==> src/hdl/aging_page_replacement_defines.svh <==
// assertion macros for the aging page replacement block
`ifndef AGING_PAGE_REPLACEMENT_DEFINES_SVH
`define AGING_PAGE_REPLACEMENT_DEFINES_SVH

`ifndef SYNTHESIS
`define APR_ASSERT_NEVER(label, expr) \
  label: assert property (@(posedge clk) disable iff (!rst_n) !(expr)) \
    else $error("apr check failed");
`define APR_ASSERT_NEXT(label, ante, cons) \
  label: assert property (@(posedge clk) disable iff (!rst_n) (ante) |=> (cons)) \
    else $error("apr check failed");
`else
`define APR_ASSERT_NEVER(label, expr)
`define APR_ASSERT_NEXT(label, ante, cons)
`endif

`endif

==> src/hdl/apr_pkg.sv <==
package apr_pkg;

  localparam int PAGE_FIELD_W  = 16;
  localparam int FRAME_FIELD_W = 3;
  localparam int TALLY_W       = 32;
  localparam int CFG_W         = 4;

  typedef enum logic [1:0] {
    ST_IDLE,
    ST_SCAN,
    ST_COMMIT
  } apr_state_t;

  typedef struct packed {
    logic load;
    logic scan;
    logic commit;
  } apr_cmd_t;

  typedef struct packed {
    logic hit_now;
    logic single;
    logic scan_last;
    logic out_busy;
  } apr_sts_t;

endpackage

==> src/hdl/apr_ctrl.sv <==
module apr_ctrl (
  input  logic              clk,
  input  logic              rst_n,
  input  logic              in_valid,
  output logic              in_ready,
  input  apr_pkg::apr_sts_t sts,
  output apr_pkg::apr_cmd_t cmd
);
  import apr_pkg::*;

  apr_state_t state_r, state_nxt;

  always_ff @(posedge clk) begin
    if (!rst_n) begin
      state_r <= ST_IDLE;
    end else begin
      state_r <= state_nxt;
    end
  end

  always_comb begin
    state_nxt  = state_r;
    in_ready   = 1'b0;
    cmd        = '0;
    case (state_r)
      ST_IDLE: begin
        in_ready = 1'b1;
        if (in_valid) begin
          cmd.load = 1'b1;
          // hits and single-frame misses need no search
          if (sts.hit_now || sts.single) begin
            state_nxt = ST_COMMIT;
          end else begin
            state_nxt = ST_SCAN;
          end
        end
      end
      ST_SCAN: begin
        cmd.scan = 1'b1;
        if (sts.scan_last) begin
          state_nxt = ST_COMMIT;
        end
      end
      ST_COMMIT: begin
        if (!sts.out_busy) begin
          cmd.commit = 1'b1;
          state_nxt  = ST_IDLE;
        end
      end
      default: begin
        state_nxt = ST_IDLE;
      end
    endcase
  end

endmodule

==> src/hdl/apr_datapath.sv <==
module apr_datapath #(
  parameter int FRAMES    = 8,
  parameter int AGE_BITS  = 32,
  parameter int PAGE_BITS = 16
) (
  input  logic                                 clk,
  input  logic                                 rst_n,
  input  logic                                 cfg_we,
  input  logic [apr_pkg::CFG_W-1:0]            cfg_frames_in_use,
  input  logic [apr_pkg::PAGE_FIELD_W-1:0]     in_page_number,
  input  apr_pkg::apr_cmd_t                    cmd,
  output apr_pkg::apr_sts_t                    sts,
  output logic                                 out_valid,
  input  logic                                 out_ready,
  output logic                                 out_hit,
  output logic [apr_pkg::FRAME_FIELD_W-1:0]    out_frame,
  output logic [apr_pkg::TALLY_W-1:0]          out_hits_total,
  output logic [apr_pkg::TALLY_W-1:0]          out_misses_total
);
  import apr_pkg::*;

  localparam int FIDX = (FRAMES > 1) ? $clog2(FRAMES) : 1;
  localparam int CW   = $clog2(FRAMES + 1);
  // count register wide enough to hold FRAMES after reset
  localparam int RW   = (CW > CFG_W) ? CW : CFG_W;
  localparam int PW   = (PAGE_BITS > PAGE_FIELD_W) ? PAGE_BITS : PAGE_FIELD_W;
  localparam logic [AGE_BITS-1:0] AGE_TOP = {1'b1, {(AGE_BITS-1){1'b0}}};

  logic [RW-1:0]        cfg_r;
  logic [PAGE_BITS-1:0] tag_r [FRAMES];
  logic [FRAMES-1:0]    valid_r;
  logic [AGE_BITS-1:0]  age_r [FRAMES];
  logic [TALLY_W-1:0]   hit_tally_r, miss_tally_r;

  logic [PAGE_BITS-1:0] page_r;
  logic                 hit_r;
  logic [FIDX-1:0]      slot_r;
  logic [FIDX-1:0]      idx_r;
  logic [AGE_BITS-1:0]  best_r;

  logic                 out_valid_r;
  logic                 out_hit_r;
  logic [FRAME_FIELD_W-1:0] out_frame_r;

  logic [CW-1:0]        n_act;
  logic [FRAMES-1:0]    active;
  logic [PW-1:0]        page_ext;
  logic [PAGE_BITS-1:0] page_in;
  logic [FRAMES-1:0]    match;
  logic                 hit_now;
  logic [FIDX-1:0]      hit_slot;
  logic [AGE_BITS-1:0]  val0, val_scan;
  logic [TALLY_W-1:0]   hit_tally_nxt, miss_tally_nxt;

  // effective frame count, clamped to 1..FRAMES
  always_comb begin
    if (cfg_r == '0) begin
      n_act = CW'(1);
    end else if (int'(cfg_r) >= FRAMES) begin
      n_act = CW'(FRAMES);
    end else begin
      n_act = CW'(cfg_r);
    end
  end

  assign page_ext = PW'(in_page_number);
  assign page_in  = page_ext[PAGE_BITS-1:0];

  // parallel tag compare, lowest matching frame wins
  always_comb begin
    hit_slot = '0;
    for (int i = 0; i < FRAMES; i++) begin
      active[i] = (i < int'(n_act));
      match[i]  = active[i] && valid_r[i] && (tag_r[i] == page_in);
    end
    for (int i = FRAMES - 1; i >= 0; i--) begin
      if (match[i]) begin
        hit_slot = FIDX'(i);
      end
    end
  end
  assign hit_now = |match;

  // empty frames count as age zero
  assign val0     = valid_r[0] ? age_r[0] : '0;
  assign val_scan = valid_r[idx_r] ? age_r[idx_r] : '0;

  assign hit_tally_nxt  = (hit_r && hit_tally_r != '1) ? hit_tally_r + 1'b1 : hit_tally_r;
  assign miss_tally_nxt = (!hit_r && miss_tally_r != '1) ? miss_tally_r + 1'b1 : miss_tally_r;

  assign sts.hit_now   = hit_now;
  assign sts.single    = (n_act == CW'(1));
  assign sts.scan_last = (CW'(idx_r) == n_act - CW'(1));
  assign sts.out_busy  = out_valid_r && !out_ready;

  always_ff @(posedge clk) begin
    if (!rst_n) begin
      cfg_r <= RW'(FRAMES);
    end else if (cfg_we) begin
      cfg_r <= RW'(cfg_frames_in_use);
    end
  end

  // working registers of the current transfer
  always_ff @(posedge clk) begin
    if (cmd.load) begin
      page_r <= page_in;
      hit_r  <= hit_now;
      slot_r <= hit_now ? hit_slot : '0;
      best_r <= val0;
      idx_r  <= FIDX'(1);
    end else if (cmd.scan) begin
      if (val_scan < best_r) begin
        best_r <= val_scan;
        slot_r <= idx_r;
      end
      idx_r <= idx_r + 1'b1;
    end
  end

  always_ff @(posedge clk) begin
    if (!rst_n) begin
      valid_r      <= '0;
      hit_tally_r  <= '0;
      miss_tally_r <= '0;
      for (int i = 0; i < FRAMES; i++) begin
        age_r[i] <= '0;
      end
    end else if (cmd.commit) begin
      hit_tally_r  <= hit_tally_nxt;
      miss_tally_r <= miss_tally_nxt;
      if (!hit_r) begin
        valid_r[slot_r] <= 1'b1;
      end
      for (int i = 0; i < FRAMES; i++) begin
        if (active[i]) begin
          if (FIDX'(i) == slot_r) begin
            age_r[i] <= (hit_r ? (age_r[i] | AGE_TOP) : AGE_TOP) >> 1;
          end else begin
            age_r[i] <= age_r[i] >> 1;
          end
        end
      end
    end
  end

  always_ff @(posedge clk) begin
    if (cmd.commit && !hit_r) begin
      tag_r[slot_r] <= page_r;
    end
  end

  // result register, frees the input side while a result waits
  always_ff @(posedge clk) begin
    if (!rst_n) begin
      out_valid_r <= 1'b0;
    end else if (cmd.commit) begin
      out_valid_r <= 1'b1;
    end else if (out_ready) begin
      out_valid_r <= 1'b0;
    end
  end

  always_ff @(posedge clk) begin
    if (cmd.commit) begin
      out_hit_r   <= hit_r;
      out_frame_r <= FRAME_FIELD_W'(slot_r);
    end
  end

  assign out_valid        = out_valid_r;
  assign out_hit          = out_hit_r;
  assign out_frame        = out_frame_r;
  assign out_hits_total   = hit_tally_r;
  assign out_misses_total = miss_tally_r;

endmodule

==> src/hdl/aging_page_replacement.sv <==
// Aging page replacement over up to FRAMES frames. Each input transfer carries one
// page reference; each one yields one result with hit/miss, the frame now holding the
// page and saturating hit and miss totals. Tags of all frames in use are compared in
// parallel at acceptance, so a hit needs no search. A miss walks the age counters
// through one comparator, one frame per cycle, to find the oldest frame (lowest index
// on ties, empty frames as age zero). A result that is not taken holds the block
// before its next update, while the next reference may already be accepted.
// frames_in_use must be written through the cfg port only while the block is idle,
// which it does not enforce; zero acts as one and values above FRAMES act as FRAMES.
`include "aging_page_replacement_defines.svh"

module aging_page_replacement #(
  parameter int FRAMES    = 8,
  parameter int AGE_BITS  = 32,
  parameter int PAGE_BITS = 16
) (
  input  logic                              clk,
  input  logic                              rst_n,
  input  logic                              cfg_valid,
  output logic                              cfg_ready,
  input  logic [apr_pkg::CFG_W-1:0]         cfg_frames_in_use,
  input  logic                              in_valid,
  output logic                              in_ready,
  input  logic [apr_pkg::PAGE_FIELD_W-1:0]  in_page_number,
  output logic                              out_valid,
  input  logic                              out_ready,
  output logic                              out_hit,
  output logic [apr_pkg::FRAME_FIELD_W-1:0] out_frame,
  output logic [apr_pkg::TALLY_W-1:0]       out_hits_total,
  output logic [apr_pkg::TALLY_W-1:0]       out_misses_total
);
  import apr_pkg::*;

  apr_cmd_t cmd_w;
  apr_sts_t sts_w;

  assign cfg_ready = 1'b1;

  apr_ctrl u_ctrl (
    .clk      (clk),
    .rst_n    (rst_n),
    .in_valid (in_valid),
    .in_ready (in_ready),
    .sts      (sts_w),
    .cmd      (cmd_w)
  );

  apr_datapath #(
    .FRAMES    (FRAMES),
    .AGE_BITS  (AGE_BITS),
    .PAGE_BITS (PAGE_BITS)
  ) u_datapath (
    .clk               (clk),
    .rst_n             (rst_n),
    .cfg_we            (cfg_valid && cfg_ready),
    .cfg_frames_in_use (cfg_frames_in_use),
    .in_page_number    (in_page_number),
    .cmd               (cmd_w),
    .sts               (sts_w),
    .out_valid         (out_valid),
    .out_ready         (out_ready),
    .out_hit           (out_hit),
    .out_frame         (out_frame),
    .out_hits_total    (out_hits_total),
    .out_misses_total  (out_misses_total)
  );

  `APR_ASSERT_NEXT(a_commit_shows_result, cmd_w.commit, out_valid)
  `APR_ASSERT_NEXT(a_busy_after_accept, in_valid && in_ready, !in_ready)
  `APR_ASSERT_NEVER(a_no_commit_over_waiting, cmd_w.commit && out_valid && !out_ready)

endmodule
==> config.mk <==
export PLATFORM = sky130hd
export DESIGN_NAME = aging_page_replacement
export DESIGN_NICKNAME = d
export VERILOG_FILES = /design/src/hdl/apr_pkg.sv /design/src/hdl/apr_ctrl.sv /design/src/hdl/apr_datapath.sv /design/src/hdl/aging_page_replacement.sv
export VERILOG_INCLUDE_DIRS = /design/src /design/src/hdl
export SDC_FILE = /design/constraint.sdc
export NUM_CORES = 1
export LEC_CHECK = 0
export BUFFER_PORTS_ARGS = -buffer_cell sky130_fd_sc_hd__buf_2
export CORE_AREA = 2 2 204 206
export CTS_BUF_LIST = sky130_fd_sc_hd__clkbuf_4 sky130_fd_sc_hd__clkbuf_8 sky130_fd_sc_hd__clkbuf_16
export DETAILED_ROUTE_END_ITERATION = 10
export DIE_AREA = 0 0 206 208
export PLACE_DENSITY = 0.77
export SLEW_MARGIN = 5
export SYNTH_ARGS = -nofsm -noshare
export SYNTH_HDL_FRONTEND = slang
export SYNTH_SLANG_ARGS = --single-unit
export TNS_END_PERCENT = 10
==> constraint.sdc <==
create_clock -name clk -period 7.16 [get_ports clk]
set_clock_uncertainty 0.2 [all_clocks]
set_input_delay 1.074 -clock clk [delete_from_list [all_inputs] [get_ports clk]]
set_output_delay 1.074 -clock clk [all_outputs]
set_load 0.01 [all_outputs]
## Word-level counts from Yosys, hierarchy flattened

Memories as Yosys holds them, arrays and structs flattened. A register that Yosys moved wholly into a read port is not among the register bits.
Cells that the tools add are included.

| storage, ports and cells | value |
|---|---|
| register bits after elaboration | 138 |
| RAM bits | 376 |
| input bits | 25 |
| output and inout port bits | 71 |
| logic and storage cells | 255 |
| memories | 2 |

| cells by class | value |
|---|---|
| add/sub/neg operators | 4 |
| order comparisons | 13 |
| equal/unequal tests | 24 |
| mux-type cells | 145 |
| bitwise logic cells | 18 |
| reductions and logical operators | 36 |

Memory list:

| name | words | width | rd ports | clocked after Yosys merged registers in | write ports | line | RTL |
|---|---|---|---|---|---|---|---|
| u_datapath.age_r | 8 | 31 | 9 | 1 | 8 | apr_datapath.sv:32 | `logic [AGE_BITS-1:0] age_r [FRAMES];` |
| u_datapath.tag_r | 8 | 16 | 8 | 0 | 1 | apr_datapath.sv:30 | `logic [PAGE_BITS-1:0] tag_r [FRAMES];` |

Operator list:

| operator | number |
|---|---|
| $mux W31 | 24 |
| $mux W32 | 5 |
| $eq A16 B16 Y1 | 8 |
| $mux W1 | 93 |
| $add A32 B1 Y32 const B | 2 |
| $ne A32 B32 Y1 const B | 2 |
| $mux W3 | 14 |
| $lt A32 B32 Y1 | 1 |
| $logic_and A1 B1 Y1 | 21 |
| $lt A3 B4 Y1 const A | 4 |
| $or A1 B1 Y1 | 16 |
| $eq A3 B3 Y1 const A | 4 |
| $lt A1 B4 Y1 const A | 2 |
| $lt A2 B4 Y1 const A | 2 |
| $lt A3 B4 Y1 const B | 2 |
| $mux W2 | 4 |
| $mux W4 | 2 |
| $or A8 B8 Y8 | 1 |
| $reduce_and A2 Y1 | 4 |
| $reduce_or A8 Y1 | 1 |
| $eq A2 B3 Y1 const A | 2 |
| $ne A2 B2 Y1 const B | 3 |
| $pmux W2 S3 | 1 |
| $reduce_bool A2 Y1 | 3 |
| 18 further kinds | 19 |

## Longest topological paths before layout

| logic depth | value |
|---|---|
| depth after elaboration | 16 |
| depth in mapped cells | 14 |
| mapped depth without buffers | 12 |

## By module

Synthesis repeated with hierarchy kept, for this count alone.

| unflattened totals | value |
|---|---|
| cells, all modules | 1734 |
| area, all modules | 23308.6 µm² |

By module, submodules not included:

| module | instances | cells an instance | area an instance (µm²) | sequential area each (µm²) |
|---|---|---|---|---|
| apr_datapath | 1 | 1717 | 23164.7 | 14604.0 |
| apr_ctrl | 1 | 15 | 132.6 | 40.0 |
| aging_page_replacement | 1 | 2 | 11.3 | 0.0 |

## Least setup slack after synthesis

No wires, ideal clock.

| timing | value |
|---|---|
| path kind | flip-flop to flip-flop |
| start | reg (tool-made name) |
| end | reg u_datapath.best_r[0] (enable) |
| setup time | 0.430 ns |
| arrival time | 4.583 ns |
| required time | 6.530 ns |
| path slack | 1.948 ns |
| stages on the path, launching flop included | 15 |
| path buffers | 3 |
| clock period less this slack | 5.212 ns |
| path through | dfxtp_1 -> buf_2 -> buf_2 -> buf_2 -> mux4_2 -> nand2_1 -> a21oi_1 -> ha_1 -> a2111oi_0 -> o21ai_0 -> a221oi_1 -> o41ai_1 -> a31oi_1 -> nor3_1 -> o21ai_1 |

RTL lines:

| element | line | RTL |
|---|---|---|
| end signal: assignment | apr_datapath.sv:110 | `best_r <= val0;` |
| end signal: assignment | apr_datapath.sv:114 | `best_r <= val_scan;` |
| end: declaration | apr_datapath.sv:39 | `logic [AGE_BITS-1:0] best_r;` |

## Final worst setup path

| timing | value |
|---|---|
| start | reg u_datapath.valid_r[0] |
| end | reg u_datapath.best_r[26] (enable) |

| on the way | value |
|---|---|
| cells in the longest elaborated chain, start to end | 6 |

Ends and longest elaborated chain:

| element | line | RTL |
|---|---|---|
| start: declaration | apr_datapath.sv:31 | `logic [FRAMES-1:0] valid_r;` |
| start signal: assignment | apr_datapath.sv:123 | `valid_r <= '0;` |
| start signal: indexed assignment | apr_datapath.sv:133 | `valid_r[slot_r] <= 1'b1;` |
| $bmux W1 S3 | apr_datapath.sv:86 | `assign val_scan = valid_r[idx_r] ? age_r[idx_r] : '0;` |
| $mux W1 (implied by the code) | apr_datapath.sv:86 |  |
| $mux W32 | apr_datapath.sv:86 |  |
| $lt A32 B32 Y1 | apr_datapath.sv:113 | `if (val_scan < best_r) begin` |
| $reduce_bool A2 Y1 (no source line) | - |  |
| $reduce_and A2 Y1 (no source line) | - |  |

No other way between the ends. The select of a mux whose other input is x is not followed.
A chain may end at the register's enable or synchronous reset.

==> results.cfg <==
[job]
max-cap-violations = 0

[detailed_routing]
detail_route.wl_per_cell_um = 23.0
drt-total-wl_um = 57600
dr.pass1.iters = 5
average_vias_per_placed_instance = 6.07
drt_iter0_drc = 1382
route.vias.total = 15200
drtAntennaViolNets = 0
post-route-drc-count = 0

[global_routing]
first_pass_grt_wire_length_um = 88800
number_of_antenna_violations_at_the_first_check_in_global_routing = 0
vias_in_the_first_global_route = 15300
grt_max_degree = 76
grt_overflow = 0
grt_util_all_layers_pct = 27.2

[timing]
timing.setup.tns_ps = 0
final_hold_violations = 0
period_share_pct = 72.1
rsz0062_at_grt = no
timing_worst_slew_pin_value_ps = 1260
hold_slack_ps = 307
slew_headroom_pct = 15.7
fmax_mhz = 194
final-max-slew-violation-count = 0
setup-violations-final = 0
final.min_clock_period_ps = 5170

[floorplanning]
io_pins = 96
floorplan.die.width_um = 206
dieArea_mm2 = 0.0428
initial_core_utilization_pct = 59.3
core_area_mm2 = 0.0406
dieHeight_um = 208
core.rowCount = 74

[place]
placed_cells_incl_taps = 2408
io_buffers = 94
place.detailed.hpwl_um = 38200
gp_congestion = 0.895

[cts]
clkTransAtPathRegs_ps = 60
clock_tree.root_cell = sky130_fd_sc_hd__clkbuf_16
clock_sinks = 516
post_cts_resized = 0
post_cts_hold_buffer_count = 0
clockBufferDepth = 3
cts-buffers-inserted = 53
clock_tree_from_tritoncts = built
clock_insertion_delay_worst_skew_ps = 600
cts_setup_buffers = 0
h-tree-depth = 2

[hold_path]
hold_path.class = reg2reg

[yosys]
postSynthAreaPerCell_um2 = 13.0
synth-seq-area-share_pct = 60.9
synth-seq-cells = 516
syn_nets = 1916
yosysWarningCount = 0
netlist_area_mm2 = 0.0240
synth_ff_type = sky130_fd_sc_hd__edfxtp_1
post_synth_inst_count = 1854
synth_async_sr_flop_share_pct = 0
synth_most_common_cell = sky130_fd_sc_hd__edfxtp_1
post_synth_main_area_contributors = sky130_fd_sc_hd__edfxtp_1, sky130_fd_sc_hd__dfxtp_1, sky130_fd_sc_hd__and2_1
cell_accounting_for_the_most_synthesized_area = sky130_fd_sc_hd__edfxtp_1
synth_enable_flop_cells = 431
synth_top_area_share_pct = 53.8
synth_cell_type_count = 67
synth_commonest_cells = sky130_fd_sc_hd__edfxtp_1, sky130_fd_sc_hd__and2_1, sky130_fd_sc_hd__nand2_1, sky130_fd_sc_hd__xnor2_1, sky130_fd_sc_hd__nor2_1

[setup_path]
path_max_fanout = 35
worstPathRequired_ps = 7160
critPathKind = reg2reg
critical_path.startpoint_type = register
worst_setup_path_end_kind = register
worst-endpoint-arrival_ps = 5170

[status]
outcome = complete, no violations

[power_and_ir_drop]
power_density_mw_per_mm2 = 273
cellLeakagePower_nw = 10.0
power.ir.vdd_worst_mv = 0.273

[final_layout]
num-nets-final = 1993
layout-drive-gt1-share_pct = 16.0
area_growth_pct = 11.5
layoutNonFillerInstCount = 2507
==> cells by family (layout without fill, tap and decap cells) <==
family,count (synthesis),count (layout),synth area share [%]
and+or+nand+nor,742,742,17.5
other,1,2,0.0156
DFF,516,516,60.9
adders and majority gates,37,37,1.93
muxes,72,72,6.33
xor gates and xnor gates,177,177,6.51
AOI/OAI and AO/OA,154,154,4.03
buffers and inverters,155,275,2.74
==> registers in the layout (all words and copies together) (netlist names), 2 cells and up, named ones only <==
| register | count |
|---|---|
| u_datapath.tag_r | 128 |
| u_datapath.out_misses_total | 32 |
| u_datapath.valid_r | 8 |
| u_datapath.idx_r | 3 |
| u_datapath.best_r | 31 |
| u_datapath.slot_r | 3 |
| u_datapath.out_frame | 3 |
| u_datapath.cfg_r | 4 |
| u_datapath.out_hits_total | 32 |
| u_datapath.page_r | 16 |
| u_datapath.age_r | 248 |
| u_ctrl.state_r | 2 |
==> routing by layer <==
layer | up-vias | GRT usage, % | routed length [um]
li1 | 6895 | - | -
met1 | 7655 | 35.0 | 22900
met2 | 543 | 46.2 | 29300
met3 | 134 | 4.03 | 3200
met4 | 0 | 10.8 | 2270
met5 | - | 0 | 0
==> stage by stage <==
stage | setup WS, ps | total power, mW | instance area (um^2) | util, %
2_1_floorplan | 1950 | 4.27 | 24000 | -
3_3_place_gp | 2190 | 4.56 | 25000 | 61.7
5_1_grt | 1630 | 7.53 | 26800 | 66.1
6_report | 1990 | 7.30 | 26800 | 66.1
4_1_cts | 1960 | 7.36 | 26800 | 66.1
3_5_place_dp | 2000 | 4.59 | 25000 | 61.7
==> layout by cell type, fill, tap and decap left out, types with 53 or more instances in the layout <==
cell,instances
sky130_fd_sc_hd__a21oi_1,55
sky130_fd_sc_hd__mux4_2,64
sky130_fd_sc_hd__inv_1,53
sky130_fd_sc_hd__xor2_1,83
sky130_fd_sc_hd__xnor2_1,92
sky130_fd_sc_hd__and2_1,247
sky130_fd_sc_hd__nor2_1,89
sky130_fd_sc_hd__dfxtp_1,82
sky130_fd_sc_hd__clkbuf_16,55
sky130_fd_sc_hd__nand2_1,105
sky130_fd_sc_hd__buf_2,94
sky130_fd_sc_hd__edfxtp_1,431
==> power breakdown <==
part	switching [mW]	total [mW]	internal, mW
sequential	0.216	3.62	3.41
combinational	0.460	0.891	0.431
clock	1.15	2.79	1.64
==> cell type report <==
type / count / area, um^2
antenna: 1 / 2.50
clock buffer: 75 / 1550
clock inverter: 23 / 215
fill: 2940 / 13800
inverter: 54 / 203
multi-input combinational: 1183 / 8820
sequential: 516 / 14700
tap: 532 / 666
timing repair buffer: 123 / 701
==> path summary, 6_finish.rpt <==
path / startpoint / slack (ps) / end / cells after the start
max: u_datapath.valid_r[0]$_SDFFE_PN0P_ / 1990 / u_datapath.best_r[26]$_DFFE_PP_ / 11
min: u_datapath.valid_r[4]$_SDFFE_PN0P_ / 310 / u_datapath.valid_r[4]$_SDFFE_PN0P_ / 2
max reg2reg: u_datapath.valid_r[0]$_SDFFE_PN0P_ / 1990 / u_datapath.best_r[26]$_DFFE_PP_ / 11
min reg2reg: u_datapath.valid_r[4]$_SDFFE_PN0P_ / 310 / u_datapath.valid_r[4]$_SDFFE_PN0P_ / 2
==> critical path: stages, from the launching register on <==
cell                       delay, ps
sky130_fd_sc_hd__dfxtp_1        1150
sky130_fd_sc_hd__mux4_2          440
sky130_fd_sc_hd__mux2i_2          70
sky130_fd_sc_hd__buf_4           250
sky130_fd_sc_hd__a21oi_1         210
sky130_fd_sc_hd__ha_1            270
sky130_fd_sc_hd__a211oi_1        350
sky130_fd_sc_hd__o211ai_1        150
sky130_fd_sc_hd__a221o_1         420
sky130_fd_sc_hd__a31oi_1         220
sky130_fd_sc_hd__nor3_1          110
sky130_fd_sc_hd__o21ai_4         890
No activity file was read; power rests on OpenSTA's default activity.
